`src/design/mtat_pkg.sv`:
```
// Shared types and codes for the alarm window table.
// No dependencies; used by the controller, the datapath and the top level.
package mtat_pkg;

   localparam logic [1:0] OP_EVAL  = 2'd0;
   localparam logic [1:0] OP_ADD   = 2'd1;
   localparam logic [1:0] OP_CLEAR = 2'd2;

   localparam logic [2:0] KIND_ALERT   = 3'd0;
   localparam logic [2:0] KIND_NONE    = 3'd1;
   localparam logic [2:0] KIND_ADDED   = 3'd2;
   localparam logic [2:0] KIND_FULL    = 3'd3;
   localparam logic [2:0] KIND_CLEARED = 3'd4;

   typedef struct packed {
      logic               enable;
      logic [7:0]         severity;
      logic signed [31:0] high;
      logic signed [31:0] low;
      logic [31:0]        metric;
   } entry_type;

   // controller -> datapath
   typedef struct packed {
      logic do_add;
      logic do_clear;
      logic eval_none;
      logic start_scan;
      logic scan;
      logic finish;
   } cmd_type;

   // datapath -> controller
   typedef struct packed {
      logic full;
      logic empty;
      logic scan_end;
   } sts_type;

endpackage

```
`src/design/mtat_ram.sv`:
```
// Generic single-write, single-read RAM with registered read data.
// No dependencies.
module mtat_ram #(
   parameter int WIDTH = 8,
   parameter int DEPTH = 16,
   parameter int ADDR_W = 4
) (
   input  logic              clock,
   input  logic              we,
   input  logic [ADDR_W-1:0] waddr,
   input  logic [WIDTH-1:0]  wdata,
   input  logic              re,
   input  logic [ADDR_W-1:0] raddr,
   output logic [WIDTH-1:0]  rdata
);

   logic [WIDTH-1:0] mem_ff [DEPTH];
   logic [WIDTH-1:0] rdata_ff;

   always_ff @(posedge clock) begin
      if (we) begin
         mem_ff[waddr] <= wdata;
      end
      if (re) begin
         rdata_ff <= mem_ff[raddr];
      end
   end

   assign rdata = rdata_ff;

endmodule

```
`src/design/mtat_ctrl.sv`:
```
// Sequencer for the alarm window table: decodes requests and paces the scan.
// Depends on mtat_pkg for the command and status structs and opcodes.
module mtat_ctrl (
   input  logic              clock,
   input  logic              reset,
   input  logic              start,
   input  logic [1:0]        req_opcode,
   input  mtat_pkg::sts_type sts,
   output mtat_pkg::cmd_type cmd,
   output logic              busy
);

   typedef enum logic [3:0] {
      ST_IDLE   = 4'b0001,
      ST_SCAN   = 4'b0010,
      ST_DRAIN  = 4'b0100,
      ST_FINISH = 4'b1000
   } state_type;

   state_type state_ff;
   state_type state_in;

   always_comb begin
      cmd = '0;
      state_in = state_ff;
      case (state_ff)
         ST_IDLE: begin
            if (start) begin
               case (req_opcode)
                  mtat_pkg::OP_EVAL: begin
                     if (sts.empty) begin
                        cmd.eval_none = 1'b1;
                     end else begin
                        cmd.start_scan = 1'b1;
                        state_in = ST_SCAN;
                     end
                  end
                  mtat_pkg::OP_ADD:   cmd.do_add = 1'b1;
                  mtat_pkg::OP_CLEAR: cmd.do_clear = 1'b1;
                  default: ;
               endcase
            end
         end
         ST_SCAN: begin
            cmd.scan = 1'b1;
            if (sts.scan_end) begin
               state_in = ST_DRAIN;
            end
         end
         // last read data is compared here
         ST_DRAIN: state_in = ST_FINISH;
         ST_FINISH: begin
            cmd.finish = 1'b1;
            state_in = ST_IDLE;
         end
         default: state_in = ST_IDLE;
      endcase
   end

   always_ff @(posedge clock) begin
      if (reset) begin
         state_ff <= ST_IDLE;
      end else begin
         state_ff <= state_in;
      end
   end

   assign busy = (state_ff != ST_IDLE);

   a_scan_leads_to_drain: assert property (@(posedge clock) disable iff (reset)
      (state_ff == ST_SCAN && sts.scan_end) |=> (state_ff == ST_DRAIN))
      else $error("scan end not followed by drain");

   a_no_cmd_when_busy_idle: assert property (@(posedge clock) disable iff (reset)
      (state_ff != ST_IDLE) |-> !(cmd.do_add || cmd.do_clear || cmd.start_scan))
      else $error("request command issued while busy");

   a_scan_never_on_empty: assert property (@(posedge clock) disable iff (reset)
      cmd.start_scan |-> !sts.empty)
      else $error("scan started on empty table");

endmodule

```
`src/design/mtat_dp.sv`:
```
// Datapath for the alarm window table: entry store, scan compare, alert
// numbering and the result register. Depends on mtat_pkg and mtat_ram.
module mtat_dp #(
   parameter int TABLE_DEPTH = 16
) (
   input  logic                clock,
   input  logic                reset,
   input  mtat_pkg::cmd_type   cmd,
   output mtat_pkg::sts_type   sts,
   input  logic [31:0]         req_metric_key,
   input  logic [31:0]         req_sample_time,
   input  logic signed [31:0]  req_sample_value,
   input  logic signed [31:0]  req_lower_limit,
   input  logic signed [31:0]  req_upper_limit,
   input  logic [7:0]          req_entry_severity,
   input  logic                req_entry_enabled,
   output logic                rsp_valid,
   output logic [2:0]          rsp_result_kind,
   output logic [31:0]         rsp_alert_number,
   output logic [31:0]         rsp_alert_metric,
   output logic [31:0]         rsp_alert_time,
   output logic signed [31:0]  rsp_observed,
   output logic [7:0]          rsp_alert_severity,
   output logic                rsp_last_result
);

   localparam int CNT_W  = $clog2(TABLE_DEPTH + 1);
   localparam int ADDR_W = (TABLE_DEPTH > 1) ? $clog2(TABLE_DEPTH) : 1;
   localparam int ENTRY_W = $bits(mtat_pkg::entry_type);

   logic [CNT_W-1:0]   count_ff;
   logic [CNT_W-1:0]   idx_ff;
   logic [31:0]        next_num_ff;
   logic               rd_vld_ff;
   logic               pend_ff;
   logic [31:0]        pend_num_ff;
   logic [7:0]         pend_sev_ff;
   logic [31:0]        key_ff;
   logic [31:0]        ts_ff;
   logic signed [31:0] val_ff;

   logic               rsp_valid_ff;
   logic [2:0]         kind_ff;
   logic [31:0]        num_ff;
   logic [31:0]        metric_ff;
   logic [31:0]        time_ff;
   logic signed [31:0] obs_ff;
   logic [7:0]         sev_ff;
   logic               last_ff;

   mtat_pkg::entry_type wentry;
   mtat_pkg::entry_type rentry;
   logic [ENTRY_W-1:0]  rdata;
   logic                we;
   logic                hit;

   assign sts.full     = (count_ff == CNT_W'(TABLE_DEPTH));
   assign sts.empty    = (count_ff == '0);
   assign sts.scan_end = ((idx_ff + CNT_W'(1)) == count_ff);

   assign we = cmd.do_add && !sts.full;
   always_comb begin
      wentry.enable   = req_entry_enabled;
      wentry.severity = req_entry_severity;
      wentry.high     = req_upper_limit;
      wentry.low      = req_lower_limit;
      wentry.metric   = req_metric_key;
   end

   mtat_ram #(
      .WIDTH (ENTRY_W),
      .DEPTH (TABLE_DEPTH),
      .ADDR_W(ADDR_W)
   ) u_ram (
      .clock(clock),
      .we   (we),
      .waddr(count_ff[ADDR_W-1:0]),
      .wdata(wentry),
      .re   (cmd.scan),
      .raddr(idx_ff[ADDR_W-1:0]),
      .rdata(rdata)
   );

   assign rentry = mtat_pkg::entry_type'(rdata);
   assign hit = rd_vld_ff && rentry.enable && (rentry.metric == key_ff) &&
                ((val_ff < rentry.low) || (rentry.high < val_ff));

   always_ff @(posedge clock) begin
      if (reset) begin
         count_ff     <= '0;
         next_num_ff  <= 32'd1;
         rd_vld_ff    <= 1'b0;
         pend_ff      <= 1'b0;
         rsp_valid_ff <= 1'b0;
      end else begin
         rd_vld_ff    <= cmd.scan;
         // a new hit pushes out the alert held back so far
         rsp_valid_ff <= (hit && pend_ff) || cmd.do_add || cmd.do_clear ||
                         cmd.eval_none || cmd.finish;
         if (we) begin
            count_ff <= count_ff + CNT_W'(1);
         end
         if (cmd.do_clear) begin
            count_ff <= '0;
         end
         if (cmd.start_scan) begin
            pend_ff <= 1'b0;
         end
         if (hit) begin
            pend_ff     <= 1'b1;
            next_num_ff <= next_num_ff + 32'd1;
         end
         if (cmd.finish) begin
            pend_ff <= 1'b0;
         end
      end
   end

   always_ff @(posedge clock) begin
      if (cmd.start_scan) begin
         idx_ff <= '0;
         key_ff <= req_metric_key;
         ts_ff  <= req_sample_time;
         val_ff <= req_sample_value;
      end else if (cmd.scan) begin
         idx_ff <= idx_ff + CNT_W'(1);
      end
      if (hit) begin
         pend_num_ff <= next_num_ff;
         pend_sev_ff <= rentry.severity;
      end
      // result register; non-alert kinds carry zero fields
      if (hit && pend_ff) begin
         kind_ff   <= mtat_pkg::KIND_ALERT;
         num_ff    <= pend_num_ff;
         metric_ff <= key_ff;
         time_ff   <= ts_ff;
         obs_ff    <= val_ff;
         sev_ff    <= pend_sev_ff;
         last_ff   <= 1'b0;
      end else if (cmd.finish && pend_ff) begin
         kind_ff   <= mtat_pkg::KIND_ALERT;
         num_ff    <= pend_num_ff;
         metric_ff <= key_ff;
         time_ff   <= ts_ff;
         obs_ff    <= val_ff;
         sev_ff    <= pend_sev_ff;
         last_ff   <= 1'b1;
      end else if (cmd.do_add || cmd.do_clear || cmd.eval_none || cmd.finish) begin
         if (cmd.do_add) begin
            kind_ff <= sts.full ? mtat_pkg::KIND_FULL : mtat_pkg::KIND_ADDED;
         end else if (cmd.do_clear) begin
            kind_ff <= mtat_pkg::KIND_CLEARED;
         end else begin
            kind_ff <= mtat_pkg::KIND_NONE;
         end
         num_ff    <= '0;
         metric_ff <= '0;
         time_ff   <= '0;
         obs_ff    <= '0;
         sev_ff    <= '0;
         last_ff   <= 1'b1;
      end
   end

   assign rsp_valid          = rsp_valid_ff;
   assign rsp_result_kind    = kind_ff;
   assign rsp_alert_number   = num_ff;
   assign rsp_alert_metric   = metric_ff;
   assign rsp_alert_time     = time_ff;
   assign rsp_observed       = obs_ff;
   assign rsp_alert_severity = sev_ff;
   assign rsp_last_result    = last_ff;

   a_count_in_range: assert property (@(posedge clock) disable iff (reset)
      count_ff <= CNT_W'(TABLE_DEPTH))
      else $error("entry count beyond table depth");

   a_plain_result_zero: assert property (@(posedge clock) disable iff (reset)
      (rsp_valid_ff && kind_ff != mtat_pkg::KIND_ALERT) |->
      (last_ff && num_ff == '0 && sev_ff == '0))
      else $error("non-alert result with stray fields");

   a_inner_alert_leaves_pending: assert property (@(posedge clock) disable iff (reset)
      (rsp_valid_ff && !last_ff) |-> pend_ff)
      else $error("non-final alert without a held alert behind it");

   a_hit_counts_up: assert property (@(posedge clock) disable iff (reset)
      hit |=> (next_num_ff == $past(next_num_ff) + 32'd1))
      else $error("alert number not advanced on hit");

endmodule

```
`src/design/metric_threshold_alarm_table.sv`:
```
// Top level of the alarm window table: controller plus datapath.
// Depends on mtat_pkg, mtat_ctrl, mtat_dp (and mtat_ram through mtat_dp).
//
//   channel   direction  handshake          payload
//   request   in         start & !busy      req_opcode .. req_entry_enabled
//   response  out        rsp_valid (1 cyc)  rsp_result_kind .. rsp_last_result
//
// Add, clear and unused opcodes keep busy low, so requests may follow back to
// back. Add and clear results appear the cycle after the beat; unused gives none.
// Evaluate on an empty table also keeps busy low and returns a none result.
// Otherwise busy is high for one RAM read per entry in insertion order, a drain
// state for the last registered read and a finish state for the final result.
// Synchronous reset empties the table and sets the alert number to 1; entry
// contents are not cleared. The receiver cannot stall: each beat shows once.
module metric_threshold_alarm_table #(
   parameter int TABLE_DEPTH = 16
) (
   input  logic               clock,
   input  logic               reset,
   input  logic               start,
   output logic               busy,
   input  logic [1:0]         req_opcode,
   input  logic [31:0]        req_metric_key,
   input  logic [31:0]        req_sample_time,
   input  logic signed [31:0] req_sample_value,
   input  logic signed [31:0] req_lower_limit,
   input  logic signed [31:0] req_upper_limit,
   input  logic [7:0]         req_entry_severity,
   input  logic               req_entry_enabled,
   output logic               rsp_valid,
   output logic [2:0]         rsp_result_kind,
   output logic [31:0]        rsp_alert_number,
   output logic [31:0]        rsp_alert_metric,
   output logic [31:0]        rsp_alert_time,
   output logic signed [31:0] rsp_observed,
   output logic [7:0]         rsp_alert_severity,
   output logic               rsp_last_result
);

   mtat_pkg::cmd_type cmd;
   mtat_pkg::sts_type sts;

   mtat_ctrl u_ctrl (
      .clock     (clock),
      .reset     (reset),
      .start     (start),
      .req_opcode(req_opcode),
      .sts       (sts),
      .cmd       (cmd),
      .busy      (busy)
   );

   mtat_dp #(
      .TABLE_DEPTH(TABLE_DEPTH)
   ) u_dp (
      .clock             (clock),
      .reset             (reset),
      .cmd               (cmd),
      .sts               (sts),
      .req_metric_key    (req_metric_key),
      .req_sample_time   (req_sample_time),
      .req_sample_value  (req_sample_value),
      .req_lower_limit   (req_lower_limit),
      .req_upper_limit   (req_upper_limit),
      .req_entry_severity(req_entry_severity),
      .req_entry_enabled (req_entry_enabled),
      .rsp_valid         (rsp_valid),
      .rsp_result_kind   (rsp_result_kind),
      .rsp_alert_number  (rsp_alert_number),
      .rsp_alert_metric  (rsp_alert_metric),
      .rsp_alert_time    (rsp_alert_time),
      .rsp_observed      (rsp_observed),
      .rsp_alert_severity(rsp_alert_severity),
      .rsp_last_result   (rsp_last_result)
   );

endmodule
```
`config.mk`:
```
export PLATFORM = sky130hd
export DESIGN_NAME = metric_threshold_alarm_table
export DESIGN_NICKNAME = d
export VERILOG_FILES = /design/src/design/mtat_pkg.sv /design/src/design/mtat_ram.sv /design/src/design/mtat_ctrl.sv /design/src/design/mtat_dp.sv /design/src/design/metric_threshold_alarm_table.sv
export SDC_FILE = /design/constraint.sdc
export NUM_CORES = 2
export LEC_CHECK = 0
export BUFFER_PORTS_ARGS = -buffer_cell sky130_fd_sc_hd__buf_4
export CORE_MARGIN = 4
export CORE_UTILIZATION = 50
export CTS_CLUSTER_DIAMETER = 60
export DETAILED_ROUTE_END_ITERATION = 8
export PLACE_DENSITY = 0.67
export SYNTH_ARGS = -nofsm -noshare
export SYNTH_HDL_FRONTEND = slang
export SYNTH_SLANG_ARGS = --single-unit
```
`constraint.sdc`:
```
create_clock -name clock -period 40.6 [get_ports clock]
set_input_delay 8.12 -clock clock [delete_from_list [all_inputs] [get_ports clock]]
set_output_delay 8.12 -clock clock [all_outputs]
set_load 0.1 [all_outputs]
```
==> results by group <==
Logic synthesis
  – Count of cell types in the netlist: 59
  – Post-synthesis async set-or-reset flop share: 0%
  – Register area share after synthesis: 78.7%
  – Flops & latches, synth: 2110
  – YS warnings: 0
  – Mean post-synth cell area: 22.9 µm²
  – Syn Nets: 3727
  – Mapped cell area: 0.0798 mm²
  – Ys flop type: edfxtp_1
  – Gate Count Post-Synth: 3485
  – Post-synth EDFFs: 2057

Finish
  – Area of the multi-input gates: 0.0162 mm²
  – Fill cells: 11400
  – Layout cells sized above 1: 29.8%
  – Nets: 4141
  – Non-filler instance count after layout: 6141
  – Most common cell after layout, fill and taps aside: edfxtp_1
  – Area delta synth->final: 14.3%
  – Most frequent cells in the layout: edfxtp_1 (2057), mux4_2 (525), buf_4 (370)
  – FF+latch area: 0.0628 mm²

Place
  – Routability-driven placement congestion ratio: 0.774
  – Setup slack after placement: 29040 ps
  – Dpl hpwl: 106 mm
  – Cells after DPL: 5763
  – IO Port Bufs: 315

CTS
  – CTS tree: built
  – Longest Clk Path Bufs: 3
  – Clk pin slew, worst setup/hold paths: 60 ps
  – Resized cells post-CTS: 0
  – Post-CTS Setup Inserts: 0
  – Clock root cell: clkbuf_16
  – Worst-Skew Late Latency: 830 ps
  – CTS buffer count: 206
  – H-tree levels: 4
  – Clock Sinks: 2110
  – Hold buffer count at CTS: 0

Critical path
  – R2R setup slack: 35200 ps
  – CP startpoint kind: input port
  – Slowest CP cell: buf_4
  – Peak fanout along the critical path: 48
  – RR Startpoint: u_dp.val_ff[2]
  – Worst path max stage delay: 800 ps
  – Worst EP required: 41040 ps
  – CP arrival: 11120 ps
  – Worst-path cell chain: buf_4, nand2_1, nor3_1, nand2_1, nor2_1, and2_4, buf_4, buf_4
  – CP startpoint: req_opcode[0]
  – Reg2reg path depth: 12
  – Crit path to: u_dp.u_ram.mem_ff[5][39]
  – Crit. End Element: flop
  – Crit path kind: input port to flop
  – FF-to-FF End: u_dp.rsp_alert_time[0]
  – CP most frequent cell: buf_4

Timing
  – Slew Viols, Final: 0
  – RSZ-0062 raised after global routing: false
  – Max-slew headroom: 22.3%
  – Fmax: 93.6 MHz
  – Fin Setup TNS: 0 ps
  – Actual slew at the worst max-slew pin: 1160 ps
  – Crit path time final: 10690 ps
  – Final worst path period share: 26.3%
  – Fin worst setup slack: 29910 ps
  – Count of final setup violators: 0
  – Worst Skew: 79.2 ps
  – Final hold violation count: 0

Hold path
  – Worst Hold Depth: 0
  – Worst hold path class: flop to flop

Floorplan
  – Site Rows: 146
  – Total die area: 0.166 mm²
  – Ports: 316
  – Die width: 408 µm
  – Area of the core: 0.159 mm²
  – Initial Util: 50.3%
  – Chip Height: 408 µm

GRT
  – Vias in the first global route: 38100
  – Gr ovfl total: 0
  – First-pass GRT wire length: 268 mm
  – Initial antenna violation count: 22
  – Largest net degree at the start of global routing: 133
  – Total GRT Usage: 22.1%

Routing
  – Drt via density: 6.07
  – Total vias in the final route: 37300
  – DR iter-0 viols: 3939
  – First drt pass iteration count: 5
  – DRC Markers: 0
  – Mean routed wirelength per cell: 29.7 µm
  – Total wire length: 183 mm
  – Post-route ant nets: 0

Power
  – Net Sw Power: 1140 µW
  – PD cells: 53.9 mW/mm²
  – Net Sw Frac: 23.2%
  – Clk network pwr share: 37.1%
  – Worst VDD drop: 0.0396 mV
  – Sequential cell fraction of total power: 49.8%
  – Leakage: 0.0301 µW
  – Combinational power share: 13.2%
  – Int Pwr: 3780 µW

Job
  – MaxCap Viol Count: 0

Outcome
  – Status: complete, no violations
-- critical path: cells and delay by family --
family	cells	cell delay (ps)
AND/OR/NAND/NOR	5	1300
buffers and inverters	3	1630
-- registers in the layout (all words and copies together), names as in the netlist, 4 cells and up --
register                 cells
u_dp.rsp_alert_time         32
u_dp.pend_num_ff            32
u_dp.u_ram.mem_ff         1680
u_dp.rsp_alert_metric       32
u_dp.count_ff                5
u_dp.rsp_alert_number       32
u_dp.ts_ff                  32
u_dp.u_ram.rdata           105
u_dp.val_ff                 32
u_dp.key_ff                 32
u_dp.rsp_observed           32
u_dp.idx_ff                  5
u_dp.pend_sev_ff             8
u_dp.next_num_ff            32
u_dp.rsp_alert_severity      8
u_ctrl.state_ff              4
-- synthesized netlist by cell type (all sizes together) (2+ instances only) --
| cell | instances | area share, % |
|---|---|---|
| a2111oi | 2 | 0.022 |
| a211o | 2 | 0.022 |
| a211oi | 3 | 0.028 |
| a21o | 7 | 0.066 |
| a21oi | 48 | 0.30 |
| a31oi | 4 | 0.031 |
| and2 | 18 | 0.14 |
| and3 | 152 | 1.2 |
| and4 | 3 | 0.033 |
| buf | 47 | 0.24 |
| clkbuf | 119 | 0.56 |
| dfxtp | 53 | 1.3 |
| edfxtp | 2057 | 77 |
| ha | 68 | 1.1 |
| inv | 70 | 0.33 |
| mux2 | 6 | 0.085 |
| mux2i | 4 | 0.050 |
| mux4 | 525 | 15 |
| nand2 | 39 | 0.18 |
| nand2b | 4 | 0.031 |
| nand3 | 16 | 0.10 |
| nand3b | 2 | 0.019 |
| nand4 | 23 | 0.18 |
| nor2 | 37 | 0.18 |
| nor2b | 8 | 0.063 |
| nor3 | 10 | 0.063 |
| nor3b | 2 | 0.019 |
| nor4 | 20 | 0.17 |
| o21a | 4 | 0.038 |
| o21ai | 19 | 0.12 |
| o22ai | 2 | 0.016 |
| o311ai | 3 | 0.033 |
| o31ai | 14 | 0.13 |
| o41ai | 5 | 0.064 |
| or2 | 6 | 0.047 |
| or3 | 10 | 0.078 |
| or4 | 15 | 0.15 |
| xnor2 | 6 | 0.066 |
| xor2 | 42 | 0.46 |
-- metal layers --
metal / vias to the layer above / wire length (µm) / global-route usage (%)
met2: 1547 / 87100 / 34.5
li1: 15500 / - / -
met5: - / 69 / 0
met4: 10 / 3300 / 4.56
met3: 241 / 15300 / 4.76
met1: 19900 / 76800 / 32.8
-- stage by stage --
step                utilization (%)  total power (µW)  cell area (µm²)  hold WS (ps)
CTS                            57.5              4970            91200           419
finish                         57.5              4920            91200           413
global route                   57.5              5100            91200           432
floorplan                         -              2960            79800           400
detailed placement             53.4              3150            84700           405
global placement               53.4              3150            84700           414
-- how the worst min path moves through the flow --
stage | startpoint | end | slack, ps
floorplan | u_dp.u_ram.rdata[96] | u_dp.pend_sev_ff[0] | 400
global placement | u_dp.u_ram.rdata[103] | u_dp.pend_sev_ff[7] | 410
detailed placement | u_dp.u_ram.rdata[103] | u_dp.pend_sev_ff[7] | 400
CTS | u_dp.u_ram.rdata[103] | u_dp.pend_sev_ff[7] | 420
global route | u_dp.u_ram.rdata[102] | u_dp.pend_sev_ff[6] | 430
finish | u_dp.u_ram.rdata[102] | u_dp.pend_sev_ff[6] | 410
-- power by group through the flow --
stage          logic (µW)  clock network [µW]  registers (µW)
5_1_grt               689                1960            2450
3_5_place_dp          658                   0            2500
4_1_cts               661                1860            2450
2_1_floorplan         456                   0            2510
3_3_place_gp          655                   0            2500
6_report              648                1820            2450
-- cell type report --
cell class | count | area share (%)
antenna | 11 | 0.0302
clock buffer | 267 | 6.00
clock inverter | 100 | 1.08
inverter | 71 | 0.298
multi-input combinational | 1138 | 17.8
sequential | 2110 | 68.9
tap | 2072 | 2.84
timing repair buffer | 372 | 3.09
-- logic make-up (layout without fill, tap and decap cells) --
| kind of cell | after synthesis | after routing | share of synthesized area [%] |
|---|---|---|---|
| compound gates | 119 | 119 | 0.936 |
| fa+ha+maj | 68 | 68 | 1.07 |
| xor+xnor | 48 | 48 | 0.527 |
| buf+inv | 237 | 810 | 1.13 |
| other cells | 0 | 11 | 0 |
| simple gates | 368 | 368 | 2.69 |
| mux | 535 | 535 | 14.9 |
| flops | 2110 | 2110 | 78.7 |
(Power assumes the default switching activity.)
